<file path="src/rtl/core/assert_macros.svh">
// assertion macros used by the top-level rtl file of the lcd refresh block
// expects clk and rst_n in scope where a macro is used
`ifndef ASSERT_MACROS_SVH
`define ASSERT_MACROS_SVH
`ifndef NO_ASSERTIONS
// expression holds at every clock edge out of reset
`define ASSERT_ALWAYS(lbl, expr) \
  lbl: assert property (@(posedge clk) disable iff (!rst_n) (expr)) \
    else $error("assertion failed: invariant");
// consequent holds in the same cycle as the antecedent
`define ASSERT_IMPLY(lbl, ante, cons) \
  lbl: assert property (@(posedge clk) disable iff (!rst_n) (ante) |-> (cons)) \
    else $error("assertion failed: implication");
// consequent holds in the cycle after the antecedent
`define ASSERT_IMPLY_NEXT(lbl, ante, cons) \
  lbl: assert property (@(posedge clk) disable iff (!rst_n) (ante) |=> (cons)) \
    else $error("assertion failed: next-cycle implication");
`else
`define ASSERT_ALWAYS(lbl, expr)
`define ASSERT_IMPLY(lbl, ante, cons)
`define ASSERT_IMPLY_NEXT(lbl, ante, cons)
`endif
`endif

</file>
<file path="src/rtl/core/clro_pkg.sv">
// types, constants and codes of the lcd refresh and overlay block
// no dependencies; used by every module of the block
`timescale 1ns / 1ps

package clro_pkg;

  // display geometry
  localparam int CHARS_PER_LINE = 16;
  localparam int LINE_COUNT     = 2;
  localparam int CELL_COUNT     = LINE_COUNT * CHARS_PER_LINE;
  localparam int CELL_W         = $clog2(CELL_COUNT);
  localparam int IDX_W          = $clog2(CHARS_PER_LINE);

  // request queue between front and back
  localparam int QUEUE_DEPTH = 4;
  localparam int QPTR_W      = $clog2(QUEUE_DEPTH);
  localparam int QCNT_W      = $clog2(QUEUE_DEPTH + 1);

  // lcd commands and limits
  localparam logic [7:0]  CMD_LINE1      = 8'h80;
  localparam logic [7:0]  CMD_LINE2      = 8'hC0;
  localparam logic [7:0]  PACE_MAX       = 8'hFF;
  localparam logic [15:0] ELAPSED_MAX    = 16'hFFFF;
  localparam logic [7:0]  PACE_GAP_RESET = 8'd2;
  localparam logic [7:0]  TPS_RESET      = 8'd12;

  typedef enum logic [1:0] {
    ACT_TICK    = 2'd0,
    ACT_WR_MAIN = 2'd1,
    ACT_WR_OVL  = 2'd2,
    ACT_RD_MAIN = 2'd3
  } action_t;

  typedef enum logic {
    REG_PACE_GAP  = 1'b0,
    REG_TICKS_SEC = 1'b1
  } cfg_reg_t;

  // refresh sequencer, one-hot
  typedef enum logic [8:0] {
    S_CMD1     = 9'b000000001,
    S_GAP_CMD1 = 9'b000000010,
    S_DATA1    = 9'b000000100,
    S_GAP_D1   = 9'b000001000,
    S_GAP_END1 = 9'b000010000,
    S_CMD2     = 9'b000100000,
    S_GAP_CMD2 = 9'b001000000,
    S_DATA2    = 9'b010000000,
    S_GAP_D2   = 9'b100000000
  } seq_state_t;

  typedef struct packed {
    logic [1:0] action;
    logic       line_select;
    logic [3:0] column;
    logic [7:0] char_code;
    logic [7:0] timeout_seconds;
  } in_item_t;

  typedef struct packed {
    logic       is_read;
    logic       reg_select;
    logic [3:0] bus_nibble;
    logic       last_nibble;
    logic       frame_done;
    logic [7:0] read_data;
  } out_item_t;

  // classified request as held in the queue
  typedef struct packed {
    action_t           action;
    logic              col_ok;
    logic [CELL_W-1:0] addr;
    logic [7:0]        char_code;
    logic [7:0]        window;
  } cmd_t;

  // what the result stage has to emit
  typedef struct packed {
    logic       is_read;
    logic       reg_select;
    logic       from_mem;
    logic       from_ovl;
    logic       zero;
    logic [7:0] const_byte;
    logic       frame_done;
  } res_desc_t;

endpackage

</file>
<file path="src/rtl/core/clro_front.sv">
// front end: takes input requests, classifies them and works out the overlay window
// depends on clro_pkg
`timescale 1ns / 1ps

module clro_front (
  input  logic               clk,
  input  logic               rst_n,
  input  logic               in_valid,
  output logic               in_stall,
  input  clro_pkg::in_item_t in_data,
  input  logic [7:0]         ticks_per_sec,
  input  logic               q_full,
  output logic               push_valid,
  output clro_pkg::cmd_t     push_cmd
);

  logic           f_vld_r;
  clro_pkg::cmd_t f_cmd_r;
  clro_pkg::cmd_t cls;
  logic [15:0]    win_prod;
  logic           line_eff;
  logic           load;

  // stall only when the held request cannot move on
  assign in_stall   = f_vld_r && q_full;
  assign load       = in_valid && !in_stall;
  assign push_valid = f_vld_r;
  assign push_cmd   = f_cmd_r;

  // classification and window product
  always_comb begin
    win_prod      = {8'd0, in_data.timeout_seconds} * {8'd0, ticks_per_sec};
    cls.action    = clro_pkg::action_t'(in_data.action);
    line_eff      = (cls.action == clro_pkg::ACT_RD_MAIN) ? 1'b1 : in_data.line_select;
    cls.col_ok    = int'(in_data.column) < clro_pkg::CHARS_PER_LINE;
    cls.addr      = clro_pkg::CELL_W'(int'(in_data.column) +
                    (line_eff ? clro_pkg::CHARS_PER_LINE : 0));
    cls.char_code = in_data.char_code;
    cls.window    = win_prod[7:0];
  end

  // valid flag of the holding register
  always_ff @(posedge clk) begin
    if (!rst_n) begin
      f_vld_r <= 1'b0;
    end else if (load) begin
      f_vld_r <= 1'b1;
    end else if (!q_full) begin
      f_vld_r <= 1'b0;
    end
  end

  // payload of the holding register
  always_ff @(posedge clk) begin
    if (load) begin
      f_cmd_r <= cls;
    end
  end

endmodule

</file>
<file path="src/rtl/core/clro_queue.sv">
// short request queue between the front end and the sequencer
// depends on clro_pkg
`timescale 1ns / 1ps

module clro_queue (
  input  logic           clk,
  input  logic           rst_n,
  input  logic           push_valid,
  input  clro_pkg::cmd_t push_cmd,
  output logic           full,
  input  logic           pop,
  output logic           head_vld,
  output clro_pkg::cmd_t head_cmd
);

  clro_pkg::cmd_t                  slot_r [clro_pkg::QUEUE_DEPTH];
  logic [clro_pkg::QPTR_W-1:0]     wr_ptr_r;
  logic [clro_pkg::QPTR_W-1:0]     rd_ptr_r;
  logic [clro_pkg::QCNT_W-1:0]     cnt_r;
  logic                            push;

  assign full     = cnt_r == clro_pkg::QCNT_W'(clro_pkg::QUEUE_DEPTH);
  assign head_vld = cnt_r != '0;
  assign head_cmd = slot_r[rd_ptr_r];
  assign push     = push_valid && !full;

  // pointers and fill count
  always_ff @(posedge clk) begin
    if (!rst_n) begin
      wr_ptr_r <= '0;
      rd_ptr_r <= '0;
      cnt_r    <= '0;
    end else begin
      if (push) begin
        wr_ptr_r <= (wr_ptr_r == clro_pkg::QPTR_W'(clro_pkg::QUEUE_DEPTH - 1)) ?
                    '0 : wr_ptr_r + clro_pkg::QPTR_W'(1);
      end
      if (pop) begin
        rd_ptr_r <= (rd_ptr_r == clro_pkg::QPTR_W'(clro_pkg::QUEUE_DEPTH - 1)) ?
                    '0 : rd_ptr_r + clro_pkg::QPTR_W'(1);
      end
      case ({push, pop})
        2'b10:   cnt_r <= cnt_r + clro_pkg::QCNT_W'(1);
        2'b01:   cnt_r <= cnt_r - clro_pkg::QCNT_W'(1);
        default: cnt_r <= cnt_r;
      endcase
    end
  end

  // slot storage
  always_ff @(posedge clk) begin
    if (push) begin
      slot_r[wr_ptr_r] <= push_cmd;
    end
  end

endmodule

</file>
<file path="src/rtl/core/clro_back.sv">
// back end: refresh sequencer, frame buffers and nibble result stage
// depends on clro_pkg
`timescale 1ns / 1ps

module clro_back (
  input  logic                 clk,
  input  logic                 rst_n,
  input  logic [7:0]           pace_gap,
  input  logic                 head_vld,
  input  clro_pkg::cmd_t       head_cmd,
  output logic                 pop,
  output logic                 out_valid,
  input  logic                 out_stall,
  output clro_pkg::out_item_t  out_data,
  output clro_pkg::seq_state_t seq_state
);

  // sequencer and overlay state
  clro_pkg::seq_state_t          seq_r, seq_nxt;
  logic [clro_pkg::IDX_W-1:0]    idx_r, idx_nxt;
  logic [7:0]                    pace_r, pace_nxt;
  logic [15:0]                   elapsed_r, elapsed_nxt;
  logic [7:0]                    window_r, window_nxt;

  // frame buffers with per-position written flags
  logic [7:0]                    main_mem [clro_pkg::CELL_COUNT];
  logic [7:0]                    ovl_mem  [clro_pkg::CELL_COUNT];
  logic [clro_pkg::CELL_COUNT-1:0] main_ok_r;
  logic [clro_pkg::CELL_COUNT-1:0] ovl_ok_r;

  // result stage
  logic                          b_vld_r;
  logic                          phase_r;
  clro_pkg::res_desc_t           desc_r;
  logic [7:0]                    main_rd_r;
  logic [7:0]                    ovl_rd_r;
  logic                          main_rd_ok_r;
  logic                          ovl_rd_ok_r;

  // combinational step
  clro_pkg::res_desc_t           desc;
  logic                          produces;
  logic [clro_pkg::CELL_W-1:0]   rd_cell;
  logic                          wr_main;
  logic                          wr_ovl;
  logic [7:0]                    pace_inc;
  logic [15:0]                   elapsed_inc;
  logic                          show_ovl;
  logic                          idx_last;
  logic                          b_take;
  logic                          b_free;
  logic                          load_b;
  logic [7:0]                    mem_byte;
  logic [7:0]                    res_byte;

  assign seq_state = seq_r;

  // result stage frees up after its final item leaves
  assign b_take = b_vld_r && !out_stall;
  assign b_free = !b_vld_r || (b_take && (desc_r.is_read || phase_r));
  assign pop    = head_vld && (b_free || !produces);
  assign load_b = pop && produces;

  // one request: sequencer step, buffer write or read
  always_comb begin
    seq_nxt     = seq_r;
    idx_nxt     = idx_r;
    pace_nxt    = pace_r;
    elapsed_nxt = elapsed_r;
    window_nxt  = window_r;
    produces    = 1'b0;
    rd_cell     = head_cmd.addr;
    wr_main     = 1'b0;
    wr_ovl      = 1'b0;
    desc        = '0;
    pace_inc    = (pace_r == clro_pkg::PACE_MAX) ? pace_r : pace_r + 8'd1;
    elapsed_inc = (elapsed_r == clro_pkg::ELAPSED_MAX) ? elapsed_r : elapsed_r + 16'd1;
    show_ovl    = (window_r != 8'd0) && (elapsed_inc < {8'd0, window_r});
    idx_last    = int'(idx_r) == clro_pkg::CHARS_PER_LINE - 1;
    case (head_cmd.action)
      clro_pkg::ACT_TICK: begin
        pace_nxt    = pace_inc;
        elapsed_nxt = elapsed_inc;
        if (window_r != 8'd0 && !show_ovl) begin
          window_nxt = 8'd0;
        end
        unique case (seq_r)
          clro_pkg::S_CMD1: begin
            seq_nxt          = clro_pkg::S_GAP_CMD1;
            pace_nxt         = 8'd0;
            produces         = 1'b1;
            desc.const_byte  = clro_pkg::CMD_LINE1;
          end
          clro_pkg::S_GAP_CMD1: begin
            if (pace_inc >= pace_gap) seq_nxt = clro_pkg::S_DATA1;
          end
          clro_pkg::S_DATA1: begin
            produces        = 1'b1;
            pace_nxt        = 8'd0;
            rd_cell         = clro_pkg::CELL_W'(int'(idx_r));
            desc.reg_select = 1'b1;
            desc.from_mem   = 1'b1;
            desc.from_ovl   = show_ovl;
            if (idx_last) begin
              idx_nxt = '0;
              seq_nxt = clro_pkg::S_GAP_END1;
            end else begin
              idx_nxt = idx_r + clro_pkg::IDX_W'(1);
              seq_nxt = clro_pkg::S_GAP_D1;
            end
          end
          clro_pkg::S_GAP_D1: begin
            if (pace_inc >= pace_gap) seq_nxt = clro_pkg::S_DATA1;
          end
          clro_pkg::S_GAP_END1: begin
            if (pace_inc >= pace_gap) seq_nxt = clro_pkg::S_CMD2;
          end
          clro_pkg::S_CMD2: begin
            seq_nxt          = clro_pkg::S_GAP_CMD2;
            pace_nxt         = 8'd0;
            produces         = 1'b1;
            desc.const_byte  = clro_pkg::CMD_LINE2;
          end
          clro_pkg::S_GAP_CMD2: begin
            if (pace_inc >= pace_gap) seq_nxt = clro_pkg::S_DATA2;
          end
          clro_pkg::S_DATA2: begin
            produces        = 1'b1;
            pace_nxt        = 8'd0;
            rd_cell         = clro_pkg::CELL_W'(int'(idx_r) + clro_pkg::CHARS_PER_LINE);
            desc.reg_select = 1'b1;
            desc.from_mem   = 1'b1;
            desc.from_ovl   = show_ovl;
            if (idx_last) begin
              idx_nxt         = '0;
              seq_nxt         = clro_pkg::S_CMD1;
              desc.frame_done = 1'b1;
            end else begin
              idx_nxt = idx_r + clro_pkg::IDX_W'(1);
              seq_nxt = clro_pkg::S_GAP_D2;
            end
          end
          clro_pkg::S_GAP_D2: begin
            if (pace_inc >= pace_gap) seq_nxt = clro_pkg::S_DATA2;
          end
          default: begin
            seq_nxt = clro_pkg::S_CMD1;
          end
        endcase
      end
      clro_pkg::ACT_WR_MAIN: begin
        wr_main = head_cmd.col_ok;
      end
      clro_pkg::ACT_WR_OVL: begin
        window_nxt  = head_cmd.window;
        elapsed_nxt = 16'd0;
        wr_ovl      = head_cmd.col_ok;
      end
      default: begin
        produces      = 1'b1;
        desc.is_read  = 1'b1;
        desc.from_mem = 1'b1;
        desc.zero     = !head_cmd.col_ok;
      end
    endcase
  end

  // sequencer and overlay registers
  always_ff @(posedge clk) begin
    if (!rst_n) begin
      seq_r     <= clro_pkg::S_CMD1;
      idx_r     <= '0;
      pace_r    <= 8'd0;
      elapsed_r <= 16'd0;
      window_r  <= 8'd0;
    end else if (pop) begin
      seq_r     <= seq_nxt;
      idx_r     <= idx_nxt;
      pace_r    <= pace_nxt;
      elapsed_r <= elapsed_nxt;
      window_r  <= window_nxt;
    end
  end

  // written flags, cleared at reset so unwritten positions read as zero
  always_ff @(posedge clk) begin
    if (!rst_n) begin
      main_ok_r    <= '0;
      ovl_ok_r     <= '0;
      main_rd_ok_r <= 1'b0;
      ovl_rd_ok_r  <= 1'b0;
    end else begin
      if (pop && wr_main) main_ok_r[head_cmd.addr] <= 1'b1;
      if (pop && wr_ovl)  ovl_ok_r[head_cmd.addr]  <= 1'b1;
      if (load_b) begin
        main_rd_ok_r <= main_ok_r[rd_cell];
        ovl_rd_ok_r  <= ovl_ok_r[rd_cell];
      end
    end
  end

  // buffer memories, one write and one registered read each
  always_ff @(posedge clk) begin
    if (pop && wr_main) main_mem[head_cmd.addr] <= head_cmd.char_code;
    if (pop && wr_ovl)  ovl_mem[head_cmd.addr]  <= head_cmd.char_code;
    if (load_b) begin
      main_rd_r <= main_mem[rd_cell];
      ovl_rd_r  <= ovl_mem[rd_cell];
    end
  end

  // result stage control
  always_ff @(posedge clk) begin
    if (!rst_n) begin
      b_vld_r <= 1'b0;
      phase_r <= 1'b0;
    end else if (load_b) begin
      b_vld_r <= 1'b1;
      phase_r <= 1'b0;
    end else if (b_take && (desc_r.is_read || phase_r)) begin
      b_vld_r <= 1'b0;
    end else if (b_take) begin
      phase_r <= 1'b1;
    end
  end

  always_ff @(posedge clk) begin
    if (load_b) begin
      desc_r <= desc;
    end
  end

  // result formatting: high nibble, then low nibble, or one read item
  always_comb begin
    mem_byte = desc_r.from_ovl ? (ovl_rd_ok_r ? ovl_rd_r : 8'd0) :
                                 (main_rd_ok_r ? main_rd_r : 8'd0);
    res_byte = desc_r.zero ? 8'd0 : (desc_r.from_mem ? mem_byte : desc_r.const_byte);
    out_data = '0;
    out_data.is_read = desc_r.is_read;
    if (desc_r.is_read) begin
      out_data.read_data = res_byte;
    end else begin
      out_data.reg_select  = desc_r.reg_select;
      out_data.bus_nibble  = phase_r ? res_byte[3:0] : res_byte[7:4];
      out_data.last_nibble = phase_r;
      out_data.frame_done  = phase_r && desc_r.frame_done;
    end
  end

  assign out_valid = b_vld_r;

endmodule

</file>
<file path="src/rtl/core/char_lcd_refresh_overlay_top.sv">
// top level of the lcd background refresh block with overlay buffer
// depends on clro_pkg, clro_front, clro_queue, clro_back and assert_macros.svh
//
//   port group  | direction | handshake           | carries
//   in_*        | input     | in_valid / in_stall | one request (tick, write, read)
//   out_*       | output    | out_valid/out_stall | one bus nibble or read item
//   cfg_*       | input     | cfg_we              | pace gap / ticks per second
//
// accepts one request per cycle while in_stall is low; a request goes through the front
// holding register and a queue slot to the sequencer; its first result is then registered
// a byte result holds the output register for two nibbles, high then low, so the
// output port sets the sustained rate; a four-entry queue absorbs the difference
// reset is synchronous; frame buffers read as zero through per-cell written flags,
// so no clearing pass is needed and requests are taken straight after reset
`timescale 1ns / 1ps
`include "assert_macros.svh"

module char_lcd_refresh_overlay_top (
  input  logic                clk,
  input  logic                rst_n,
  input  logic                in_valid,
  output logic                in_stall,
  input  clro_pkg::in_item_t  in_data,
  output logic                out_valid,
  input  logic                out_stall,
  output clro_pkg::out_item_t out_data,
  input  logic                cfg_we,
  input  logic [0:0]          cfg_index,
  input  logic [7:0]          cfg_wdata
);

  logic [7:0]           pace_gap_r;
  logic [7:0]           tps_r;
  logic                 q_full;
  logic                 push_valid;
  clro_pkg::cmd_t       push_cmd;
  logic                 pop;
  logic                 head_vld;
  clro_pkg::cmd_t       head_cmd;
  clro_pkg::seq_state_t seq_state;

  // configuration registers
  always_ff @(posedge clk) begin
    if (!rst_n) begin
      pace_gap_r <= clro_pkg::PACE_GAP_RESET;
      tps_r      <= clro_pkg::TPS_RESET;
    end else if (cfg_we) begin
      unique case (clro_pkg::cfg_reg_t'(cfg_index))
        clro_pkg::REG_PACE_GAP:  pace_gap_r <= cfg_wdata;
        clro_pkg::REG_TICKS_SEC: tps_r      <= cfg_wdata;
        default:                 pace_gap_r <= pace_gap_r;
      endcase
    end
  end

  // front end
  clro_front u_front (
    .clk           (clk),
    .rst_n         (rst_n),
    .in_valid      (in_valid),
    .in_stall      (in_stall),
    .in_data       (in_data),
    .ticks_per_sec (tps_r),
    .q_full        (q_full),
    .push_valid    (push_valid),
    .push_cmd      (push_cmd)
  );

  // request queue
  clro_queue u_queue (
    .clk        (clk),
    .rst_n      (rst_n),
    .push_valid (push_valid),
    .push_cmd   (push_cmd),
    .full       (q_full),
    .pop        (pop),
    .head_vld   (head_vld),
    .head_cmd   (head_cmd)
  );

  // sequencer, buffers and result stage
  clro_back u_back (
    .clk       (clk),
    .rst_n     (rst_n),
    .pace_gap  (pace_gap_r),
    .head_vld  (head_vld),
    .head_cmd  (head_cmd),
    .pop       (pop),
    .out_valid (out_valid),
    .out_stall (out_stall),
    .out_data  (out_data),
    .seq_state (seq_state)
  );

  // checks
  `ASSERT_ALWAYS(a_seq_onehot, $onehot(seq_state))
  `ASSERT_IMPLY(a_done_on_data_low, out_valid && out_data.frame_done, out_data.last_nibble && out_data.reg_select && !out_data.is_read)
  `ASSERT_IMPLY_NEXT(a_low_follows_high, out_valid && !out_stall && !out_data.is_read && !out_data.last_nibble, out_valid && out_data.last_nibble)

endmodule

</file>
<file path="config.mk">
export PLATFORM = sky130hd
export DESIGN_NAME = char_lcd_refresh_overlay_top
export DESIGN_NICKNAME = d
export VERILOG_FILES = /design/src/rtl/core/clro_pkg.sv /design/src/rtl/core/clro_front.sv /design/src/rtl/core/clro_queue.sv /design/src/rtl/core/clro_back.sv /design/src/rtl/core/char_lcd_refresh_overlay_top.sv
export VERILOG_INCLUDE_DIRS = /design/src /design/src/rtl/core
export SDC_FILE = /design/constraint.sdc
export NUM_CORES = 1
export LEC_CHECK = 0
export BUFFER_PORTS_ARGS = -buffer_cell sky130_fd_sc_hd__clkbuf_2
export CAP_MARGIN = 20
export CELL_PAD_IN_SITES_DETAIL_PLACEMENT = 1
export CELL_PAD_IN_SITES_GLOBAL_PLACEMENT = 1
export CORE_UTILIZATION = 38
export CTS_BUF_LIST = sky130_fd_sc_hd__clkbuf_4 sky130_fd_sc_hd__clkbuf_8
export DETAILED_ROUTE_END_ITERATION = 7
export PLACE_DENSITY_LB_ADDON = 0.1
export SLEW_MARGIN = 0
export SYNTH_ARGS = -nofsm -noshare
export SYNTH_HDL_FRONTEND = slang
export SYNTH_HIERARCHICAL = 1
export SYNTH_SLANG_ARGS = --single-unit
</file>
<file path="constraint.sdc">
create_clock -name clk -period 11.33 [get_ports clk]
set_clock_uncertainty 0.2 [all_clocks]
set_input_delay 2.266 -clock clk [delete_from_list [all_inputs] [get_ports clk]]
set_output_delay 2.266 -clock clk [all_outputs]
set_load 0.1 [all_outputs]
</file>
* Word level (Yosys, flattened, before mapping) *
Memory sizes are Yosys's and may differ from the RTL's. A register that Yosys moved wholly into a read port is not among the register bits.
Index checks and enable logic that the tools add are counted.

operators by class
  div/mod/pow operators = 0
  equality and inequality tests = 25
  multiply operators = 1
  $add $sub $neg = 9
  multiplexer cells = 55
  magnitude comparators = 5
  shift-type cells = 0
  reduce and logical (&&, ||, !) cells = 46
  bitwise logic cells = 5

operator list
  cell                                                        number
  two-way mux 8 bit                                           9
  OR 32 bit                                                   2
  one-hot mux 9 bit (7 select lines)                          1
  two-way mux 9 bit                                           4
  one-hot mux 16 bit (2 select lines)                         1
  one-hot mux 8 bit (2 select lines)                          2
  two-way mux 1 bit                                           19
  adder 16 x 1 -> 16 bit, second input constant               1
  equality test 16 bit, second input constant                 1
  less-than comparator 16 x 8 -> 1 bit                        1
  two-way mux 16 bit                                          1
  two-way mux 5 bit                                           3
  AND reduction 2 bit                                         7
  logical AND 1 bit                                           13
  less-than comparator 5 x 6 -> 1 bit, second input constant  2
  binary-select mux 1 bit (select 5 bit)                      2
  equality test 2 bit, second input constant                  5
  one-hot mux 5 bit (2 select lines)                          1
  OR reduction 2 bit                                          5
  equality test 9 x 1 -> 1 bit, second input constant         1
  equality test 9 x 2 -> 1 bit, second input constant         1
  equality test 9 x 3 -> 1 bit, second input constant         1
  equality test 9 x 4 -> 1 bit, second input constant         1
  equality test 9 x 5 -> 1 bit, second input constant         1
  39 further kinds                                            61

storage, ports and cells
  output and inout port bits = 18
  register bits = 174
  latch bits = 0
  input bits = 37
  bits in read-only memories = 0
  memories = 3
  logic and storage cells = 177
  memory bits (writable) = 604

memory list
  memory           depth  bits a word  read ports  clocked after memory_dff  wr ports  RTL line          text
  u_back.main_mem  32     8            1           1                         1         clro_back.sv:26   logic [7:0] main_mem [clro_pkg::CELL_COUNT];
  u_back.ovl_mem   32     8            1           1                         1         clro_back.sv:27   logic [7:0] ovl_mem [clro_pkg::CELL_COUNT];
  u_queue.slot_r   4      23           1           1                         1         clro_queue.sv:16  clro_pkg::cmd_t slot_r [clro_pkg::QUEUE_DEPTH];

* Depth between registers and ports, before layout *
Gate-level depths: netlist of the first run.

  depth in word-level cells = 10
  depth in mapped cells = 17
  depth with buffers taken out = 14

* Modules after synthesis *
The synthesis of the first run kept the hierarchy.

modules (own cells, without submodules)
  module                        sequential area each (um^2)  instances  cells an instance  area each (um^2)
  clro_back                     18357.6                      1          2240               27650.3
  clro_queue                    3062.9                       1          178                3993.8
  clro_front                    710.7                        1          131                1637.8
  char_lcd_refresh_overlay_top  320.3                        1          65                 643.1

* Worst setup path after synthesis of the first run *
No wires, ideal clock.

  path kind = reg-to-output
  from = reg u_back/desc_r[10] (netlist bit)
  to = out out_data[11] (netlist bit)
  arrival = 5.670 ns
  path buffers = 1
  cell stages (with the launch flop) = 6
  path slack = 3.194 ns
  required time = 8.864 ns
  path through = edfxtp_1 nor2b_1 clkbuf_1 a22oi_1 nor2b_1 a2111oi_0

RTL lines
  element                 RTL line                            text
  from (decl)             clro_back.sv:34                     clro_pkg::res_desc_t desc_r;
  from (signal assigned)  clro_back.sv:229                    desc_r <= desc;
  to (decl)               char_lcd_refresh_overlay_top.sv:26  output clro_pkg::out_item_t out_data,

==> out/results.ini, run 1 <==
[critical_path]
end_kind = register
cp_max_fo = 52
path_common_cell = buf_4
criticalPathCategory = reg2reg
rr_worst_depth = 13
cp.arrival_ns = 6.50
cp_slowest_cell = or4b_4
path_cells = mux4_1, inv_1, ha_1, or4b_4, o31ai_4, buf_4, buf_4, and2_2, buf_4, nand2_1, a31oi_1, o22ai_1, nor4_1
path_delay_family = simple AND/OR/NAND/NOR gates
path_depth = 13
worst-path-buf-inv = 4
cp_slowest_stage_delay_ns = 0.67
start_kind = register
critPathRequiredTime_ns = 11.77

[routing]
postRouteAntennaNets = 0
post_drt_wl_per_cell_um = 25.6
drtIter0Drc = 1547
drt-vias-per-instance = 5.66
routed_wl_mm = 101
drt_pass1_iterations = 5
vias = 22400
drcViolationCount = 0

[timing]
slew_headroom = 0.234
setup_viol = 0
tns_ns = 0
rsz0062_at_grt = no
hold_viol_final = 0
period_share = 0.535
fmax_mhz = 165
worst_pin_slew_ns = 1.15
maxSlewViolCount = 0
min_period_ns = 6.07

[place]
gp_congestion = 0.826
dpl.hpwl_mm = 63.0
placed_cells = 3695
port_buffers = 54

[floorplanning]
coreArea_sq_um = 88400
dieWidth_um = 301
dieArea_sq_um = 90500
die_y_um = 301
initial_utilization = 0.384
pin_count = 55
rows = 109

[clock_network]
cts_setup_buffers = 0
cts_sinks = 794
cts_tree = built
htreeDepth = 4
cts_root_buf = clkbuf_8
clk_pin_slew_ns = 0.06
cts_buffers = 138
worstSkewPairLatency_ns = 0.81
ctsResizeCount = 0
hold_buffers = 0
clock_path_buffers = 3

[synthesis]
synthArstFlopShare = 0
ys.flop_type = edfxtp_1
netlist_instances = 2614
synth_nets = 2708
seq_area_frac_synth = 0.662
synth_edf_count = 655
synth_seq_cells = 794
synth_area_sq_um = 33900
yosysWarningCount = 6
netlist-cell-type-count = 82
syn-mean-instance-area_sq_um = 13.0

[final_layout]
layout.nets = 2767
final_common_cell = edfxtp_1
fin_cells = 3954
syn_to_final_growth_pct = 12.0
final_cell_mix = 655 x edfxtp_1, 376 x nand2_1, 149 x and3_1
drive_gt1_frac = 0.149

[power]
power_leakage_nw = 13.0
powerDensity_nw_per_um2 = 235
peakVddDrop_mv = 0.154

[status]
status = complete, no violations

[grt]
antenna_found_initial = 3
grt_usage = 0.225
grt_start_max_net_pins = 144
overflow = 0
grt_pass1_wl_mm = 151
grt_pass1_vias = 23000

[hold_path]
hp-class = reg2reg
hold_depth = 2

[job]
drv_cap = 0

[stage by stage]
step                      cell area, sq um  worst slack, ns  total power, mW  hold slack [ns]  utilization
after floorplan                      33900             3.19             5.31            0.231            -
after global placement               35100             5.26             6.28            0.239        0.397
after detailed placement             35100             5.20             6.32            0.248        0.397
after CTS                            38000             5.23             9.03            0.261        0.429
after global routing                 38000             4.94             9.30            0.270        0.430
final                                38000             5.26             8.92            0.257        0.430
[worst register-to-register path, delay by kind of cell, from the launching register on]
kind                       cells  cell delay [ns]
adders and majority gates      1             0.45
AOI/OAI and AO/OA              3             0.60
and+or+nand+nor                4             1.84
buffers and inverters          4             1.63
DFF                            1             0.52
muxes                          1             0.66
[Yosys cell counts, types with 34 or more instances]
| master | number | area (sq um) |
|---|---|---|
| a211oi_1 | 146 | 1100 |
| a31oi_1 | 139 | 870 |
| and2_1 | 39 | 244 |
| and3_1 | 149 | 932 |
| buf_2 | 44 | 220 |
| clkbuf_1 | 107 | 402 |
| dfxtp_1 | 139 | 2780 |
| edfxtp_1 | 655 | 19700 |
| ha_1 | 44 | 551 |
| inv_1 | 55 | 206 |
| mux2i_1 | 46 | 460 |
| nand2_1 | 377 | 1420 |
| nand3_1 | 34 | 170 |
| nor2_1 | 118 | 443 |
| o21a_1 | 72 | 541 |
| o22ai_1 | 67 | 419 |
[cell families (layout without fill, tap and decap cells)]
| family | count (synthesis) | after routing | synth area share |
|---|---|---|---|
| AND/OR/NAND/NOR | 867 | 867 | 0.126 |
| flip-flops | 794 | 794 | 0.662 |
| AO/OA/AOI/OAI | 548 | 548 | 0.113 |
| buffers and inverters | 238 | 410 | 0.0329 |
| multiplexers | 76 | 76 | 0.0323 |
| adder cells (fa/ha/maj) | 57 | 57 | 0.0239 |
| XOR/XNOR | 33 | 33 | 0.00955 |
| other | 1 | 4 | 0.000111 |
[worst paths after layout]
check | slack (ns) | endpoint | startpoint
setup / recovery | 5.26 | u_back/main_rd_r[5] | register
hold / removal | 0.26 | pace_gap_r[3] | pace_gap_r[3]
setup reg to reg | 5.26 | u_back/main_rd_r[5] | register
hold reg to reg | 0.26 | pace_gap_r[3] | pace_gap_r[3]
[cell type report]
class	instances	area, sq um
clock buffers	213	2510
multi-input cells	1582	10400
clock inverters	40	327
repair buffers	102	663
fillers	9232	50400
diodes	3	7.51
flip-flops and latches	794	22500
inverters	55	206
well taps	1165	1460
[per-layer routing]
layer | share of wire | wire length (um) | GRT usage | up-vias
li1 | - | - | - | 10100
met4 | 0.020 | 2020 | 0.0651 | 0
met5 | 0 | 0 | 0 | -
met3 | 0.051 | 5200 | 0.0392 | 138
met1 | 0.45 | 45400 | 0.306 | 11500
met2 | 0.48 | 48700 | 0.368 | 641
[power breakdown]
group / internal, mW / total, mW / switching, mW
registers: 3.57 / 3.67 / 0.105
logic: 0.662 / 2.58 / 1.91
clock network: 1.47 / 2.67 / 1.20
[sequential cells by signal (all words and copies together) (netlist names), 8 cells and up, named ones only]
register          cells
u_back/main_mem     256
u_back/ovl_mem      256
u_queue/slot_r       96
u_back/main_ok_r     32
u_back/ovl_ok_r      32
u_front/push_cmd     23
u_back/elapsed_r     16
u_back/seq_state      9
pace_gap_r            8
tps_r                 8
u_back/main_rd_r      8
u_back/ovl_rd_r       8
u_back/pace_r         8
u_back/window_r       8
Power figures use the tool's default switching activity.
==> run 2, diff against run 1 <==
clock period = 5 ns   (was 11.33 ns; I/O delays follow)
==> run 2 against run 1 <==
Flip-flop and latch count stayed put. Register-to-register slack worse by 4.9 ns. Routed wire length fell by 0.73%. Sequential power grew 130%. Critical path depth shrank 7. Cell count increased by 0.94%. Die area unchanged. Cell area is 1.0% higher. Worst hold slack got worse by 0.074 ns. First-iteration DRC count is 10% lower. Critical path type is now reg2out. Critical endpoint is now out_data[13]. Largest power group unchanged.
==> out/results.ini, run 2 (synthesis results as in run 1) <==
[power]
power_mw = 20.5
powerDensity_nw_per_um2 = 533
power_leakage_nw = 13.2
peakVddDrop_mv = 0.353

[routing]
post_drt_wl_per_cell_um = 25.2
drcViolationCount = 0
drtIter0Drc = 1388
drt-vias-per-instance = 5.61
vias = 22400
drt_pass1_iterations = 5
postRouteAntennaNets = 0
routed_wl_mm = 101

[final_layout]
reg_top3 = u_back/main_mem (256), u_back/ovl_mem (256), u_queue/slot_r (96)
final_cell_mix = 655 x edfxtp_1, 376 x nand2_1, 157 x clkbuf_8
post-route-cell-area_sq_um = 38400
utilization = 0.434
drive_gt1_frac = 0.159
layout.nets = 2804
final_common_cell = edfxtp_1
fillers = 9206
syn_to_final_growth_pct = 13.2

[clock_network]
cts_buffers = 142
ctsResizeCount = 0
cts_tree = built
hold_buffers = 0
clock_path_buffers = 3
cts_setup_buffers = 0
htreeDepth = 4
worstSkewPairLatency_ns = 0.80
cts_sinks = 794
clk_pin_slew_ns = 0.06
cts_root_buf = clkbuf_8

[grt]
overflow = 0
grt_pass1_wl_mm = 152
grt_start_max_net_pins = 69
grt_pass1_vias = 23500
grt_usage = 0.225
antenna_found_initial = 1

[job]
drv_cap = 0

[timing]
slew_headroom = 0.267
hold_viol_final = 0
period_share = 0.937
min_period_ns = 4.68
setup_viol = 0
setup_ws_ns = 0.315
fmax_mhz = 213
maxSlewViolCount = 0
worst_pin_slew_ns = 1.10
rsz0062_at_grt = no

[critical_path]
r2r_end = u_back/ovl_rd_ok_r
cp-endpoint = out_data[13]
criticalPathCategory = reg2out
cp_slowest_cell = a211oi_1
cp.arrival_ns = 3.48
start_kind = register
cp_slowest_stage_delay_ns = 0.62
cp_max_fo = 7
path_cells = nor2b_1, a22oi_1, a211oi_1, mux2i_1, nor2_1, clkbuf_2
reg2reg_slack_ns = 0.35
path_delay_family = compound AO/OA/AOI/OAI gates
critPathLaunch = u_back/desc_r[10]
path_depth = 6
worst-path-buf-inv = 1
end_kind = primary output
critPathRequiredTime_ns = 3.80
rr_worst_depth = 11

[place]
placedInstanceArea_sq_um = 35600
dpl.hpwl_mm = 64.3
gp_congestion = 0.861
dpl_worst_slack_ns = 0.119
port_buffers = 54

[floorplanning]
dieWidth_um = 301
coreArea_sq_um = 88400
rows = 109
die_y_um = 301
dieArea_sq_um = 90500
pin_count = 55
initial_utilization = 0.384

[status]
status = complete, no violations

[hold_path]
hp-class = in2reg
min_from = in_data[18]

## run 2: cell types whose count changed in the layout (fill, tap and decap cells not counted), moves of 3 or more
cell,delta
buf_4,+25
buf_12,+12
clkbuf_8,+11
clkbuf_4,-7
clkinv_1,+5
inv_8,-5
inv_6,+4
buf_6,-3
## run 2: final cells by class
type	count	area, sq um	area share
Antenna cell	2	5.00	0.000130
Clock buffer	218	2620	0.0682
Clock inverter	40	223	0.00580
Inverter	55	206	0.00538
Multi-Input combinational cell	1582	10400	0.271
Sequential cell	794	22500	0.585
Tap cell	1165	1460	0.0380
Timing Repair Buffer	135	1040	0.0272
## run 2: metrics by stage
| stage | hold WS [ns] | setup TNS (ns) | std cells |
|---|---|---|---|
| 5_1_grt | 0.120 | 0 | 3990 |
| 4_1_cts | 0.0997 | 0 | 3989 |
| 6_report | 0.183 | 0 | 3991 |
| 3_3_place_gp | 0.239 | 0 | 3730 |
| 2_1_floorplan | 0.231 | -1.03 | 2614 |
| 3_5_place_dp | 0.245 | 0 | 3731 |
## run 2: per-layer routing
layer,track usage,wire length [um]
met5,0,0
met2,0.371,48800
met1,0.302,44900
met4,0.0677,2260
met3,0.0391,4670
## run 2: report_power, final
part | internal, mW | switching (mW)
clock | 3.34 | 2.70
sequential | 8.08 | 0.252
combinational | 1.76 | 4.34
## run 2: worst min path at each step
stage / end / slack (ns) / depth (start not counted)
floorplan: u_back/ovl_ok_r[7] / 0.23 / 1
global placement: u_back/ovl_ok_r[25] / 0.24 / 1
detailed placement: u_back/main_ok_r[9] / 0.24 / 1
CTS: u_front/push_cmd[13] / 0.1 / 1
global route: u_front/push_cmd[13] / 0.12 / 1
finish: u_front/push_cmd[18] / 0.18 / 1
## run 2: worst reg2reg max path: cells and delay by family, from the launching register on
family          cells  cell delay [ns]
buf+inv             2             0.77
flops               1             0.41
compound gates      5             1.54
simple gates        2             0.81
fa+ha+maj           1             0.17
mux                 1             0.66
==> run 3, diff against run 2 <==
CORE_ASPECT_RATIO = 0.6   (was unset)
==> run 3 against run 2 <==
Core utilization is essentially flat. Combinational power increased by 3.8%. Sequential power is 0.5% higher. Total power decreased by 0.84%. Largest cell class unchanged. Critical path depth is 7 higher. Clock-buffer cell count is 34 lower. Sequential share of layout area rose by 0.27 points. Critical endpoint is now u_back/main_rd_r[2].
==> out/results.ini, run 3 (synthesis results as in run 1) <==
[floorplanning]
initial_utilization = 0.386
dieWidth_um = 388
rows = 84
die_y_um = 233
dieArea_sq_um = 90500
pin_count = 55
coreArea_sq_um = 88000

[job]
drv_cap = 0

[critical_path]
start_kind = register
path_depth = 13
end_kind = register
cp.arrival_ns = 5.11
worst-path-buf-inv = 4
path_cells = mux4_1, inv_1, ha_1, or4b_4, o31ai_4, buf_4, nand2_4, buf_4, a211oi_1, a31oi_1, o22ai_1, nor4_1, buf_4
rr_worst_depth = 13
path_delay_family = compound AO/OA/AOI/OAI gates
reg2reg_slack_ns = 0.25
cp_max_fo = 19
path_common_cell = buf_4
cp-endpoint = u_back/main_rd_r[2]
cp_slowest_cell = mux4_1
r2r_end = u_back/main_rd_r[2]
cp_slowest_stage_delay_ns = 0.68
critPathRequiredTime_ns = 5.36
criticalPathCategory = reg2reg

[final_layout]
final_common_cell = edfxtp_1
utilization = 0.435
post-route-cell-area_sq_um = 38200
drive_gt1_frac = 0.157
layout.nets = 2804
final_cell_mix = 655 x edfxtp_1, 376 x nand2_1, 149 x and3_1
syn_to_final_growth_pct = 12.7
reg_top3 = u_back/main_mem (256), u_back/ovl_mem (256), u_queue/slot_r (96)

[power]
pwr-share-clk = 0.276
intPower_mw = 12.9
switchingPower_mw = 7.42
pwr-share-comb = 0.312
power_mw = 20.3
peakVddDrop_mv = 0.305
seq_power_share = 0.412
powerDensity_nw_per_um2 = 531
swShare = 0.365
power_leakage_nw = 13.1

[routing]
vias = 22600
drtIter0Drc = 1734
postRouteAntennaNets = 0
post_drt_wl_per_cell_um = 26.2
drt-vias-per-instance = 5.68
drcViolationCount = 0
drt_pass1_iterations = 6
routed_wl_mm = 104

[timing]
setup_viol = 0
hold_slack_ns = 0.187
worst_pin_slew_ns = 1.18
period_share = 0.950
setup_ws_ns = 0.248
maxSlewViolCount = 0
hold_viol_final = 0
rsz0062_at_grt = no
fmax_mhz = 210
min_period_ns = 4.75
slew_headroom = 0.213

[clock_network]
cts_root_buf = clkbuf_8
clk_pin_slew_ns = 0.07
cts_tree = built
htreeDepth = 3
hold_buffers = 0
cts_sinks = 794
cts_buffers = 119
clock_path_buffers = 3
worstSkewPairLatency_ns = 0.80

[hold_path]
min_from = in_data[17]
hp-class = in2reg

[grt]
overflow = 0
antenna_found_initial = 1
grt_start_max_net_pins = 78
grt_usage = 0.231
grt_pass1_wl_mm = 155
grt_pass1_vias = 23000

[status]
status = complete, no violations

[place]
placedInstanceArea_sq_um = 35700
dpl.hpwl_mm = 68.1
port_buffers = 54
dpl_worst_slack_ns = 0.180
gp_congestion = 0.883

## run 3: cell types whose count changed in the layout (fill, tap and decap cells not counted), moves of 5 or more
cell,delta
buf_4,+17
clkinvlp_4,-5
clkinv_2,+6
clkbuf_8,-29
clkbuf_4,-5
buf_6,+7
## run 3: per-stage QoR
stage               setup TNS [ns]  std cells
floorplan                    -1.03       2614
global placement                 0       3743
detailed placement               0       3747
CTS                              0       3974
global route                     0       3978
finish                           0       3978
## run 3: cell type report
class                   instances  area [sq um]
well taps                    1161          1450
clock inverters                43           315
flip-flops and latches        794         22500
clock buffers                 184          2180
inverters                      55           206
fillers                      9054         49700
multi-input cells            1582         10400
diodes                          1          2.50
repair buffers                158          1210
## run 3: metal layers
layer,global-route usage,part of all wire,wire length [um]
met1,0.360,0.51,53000
met2,0.329,0.42,43300
met3,0.0437,0.060,6270
met4,0.0513,0.016,1640
met5,0,0,0
## run 3: worst min-delay path by stage
stage,endpoint,slack [ns],depth (start not counted)
floorplan,u_back/ovl_ok_r[7],0.23,1
global placement,u_back/main_ok_r[1],0.24,1
detailed placement,u_back/ovl_ok_r[7],0.24,1
CTS,u_front/push_cmd[17],0.1,1
global route,u_front/push_cmd[9],0.11,1
finish,u_front/push_cmd[17],0.19,1
## run 3: power groups by stage
stage	clock network [mW]	registers [mW]	logic [mW]
2_1_floorplan	0	8.31	3.72
3_3_place_gp	0	8.48	6.19
3_5_place_dp	0	8.49	6.29
4_1_cts	5.77	8.35	6.31
5_1_grt	6.03	8.38	6.75
6_report	5.60	8.37	6.33
## run 3: timing repair
item                                    CTS  global route
setup buffers                             0             0
gates resized for setup                   0             4
endpoints found under the setup margin    0             7
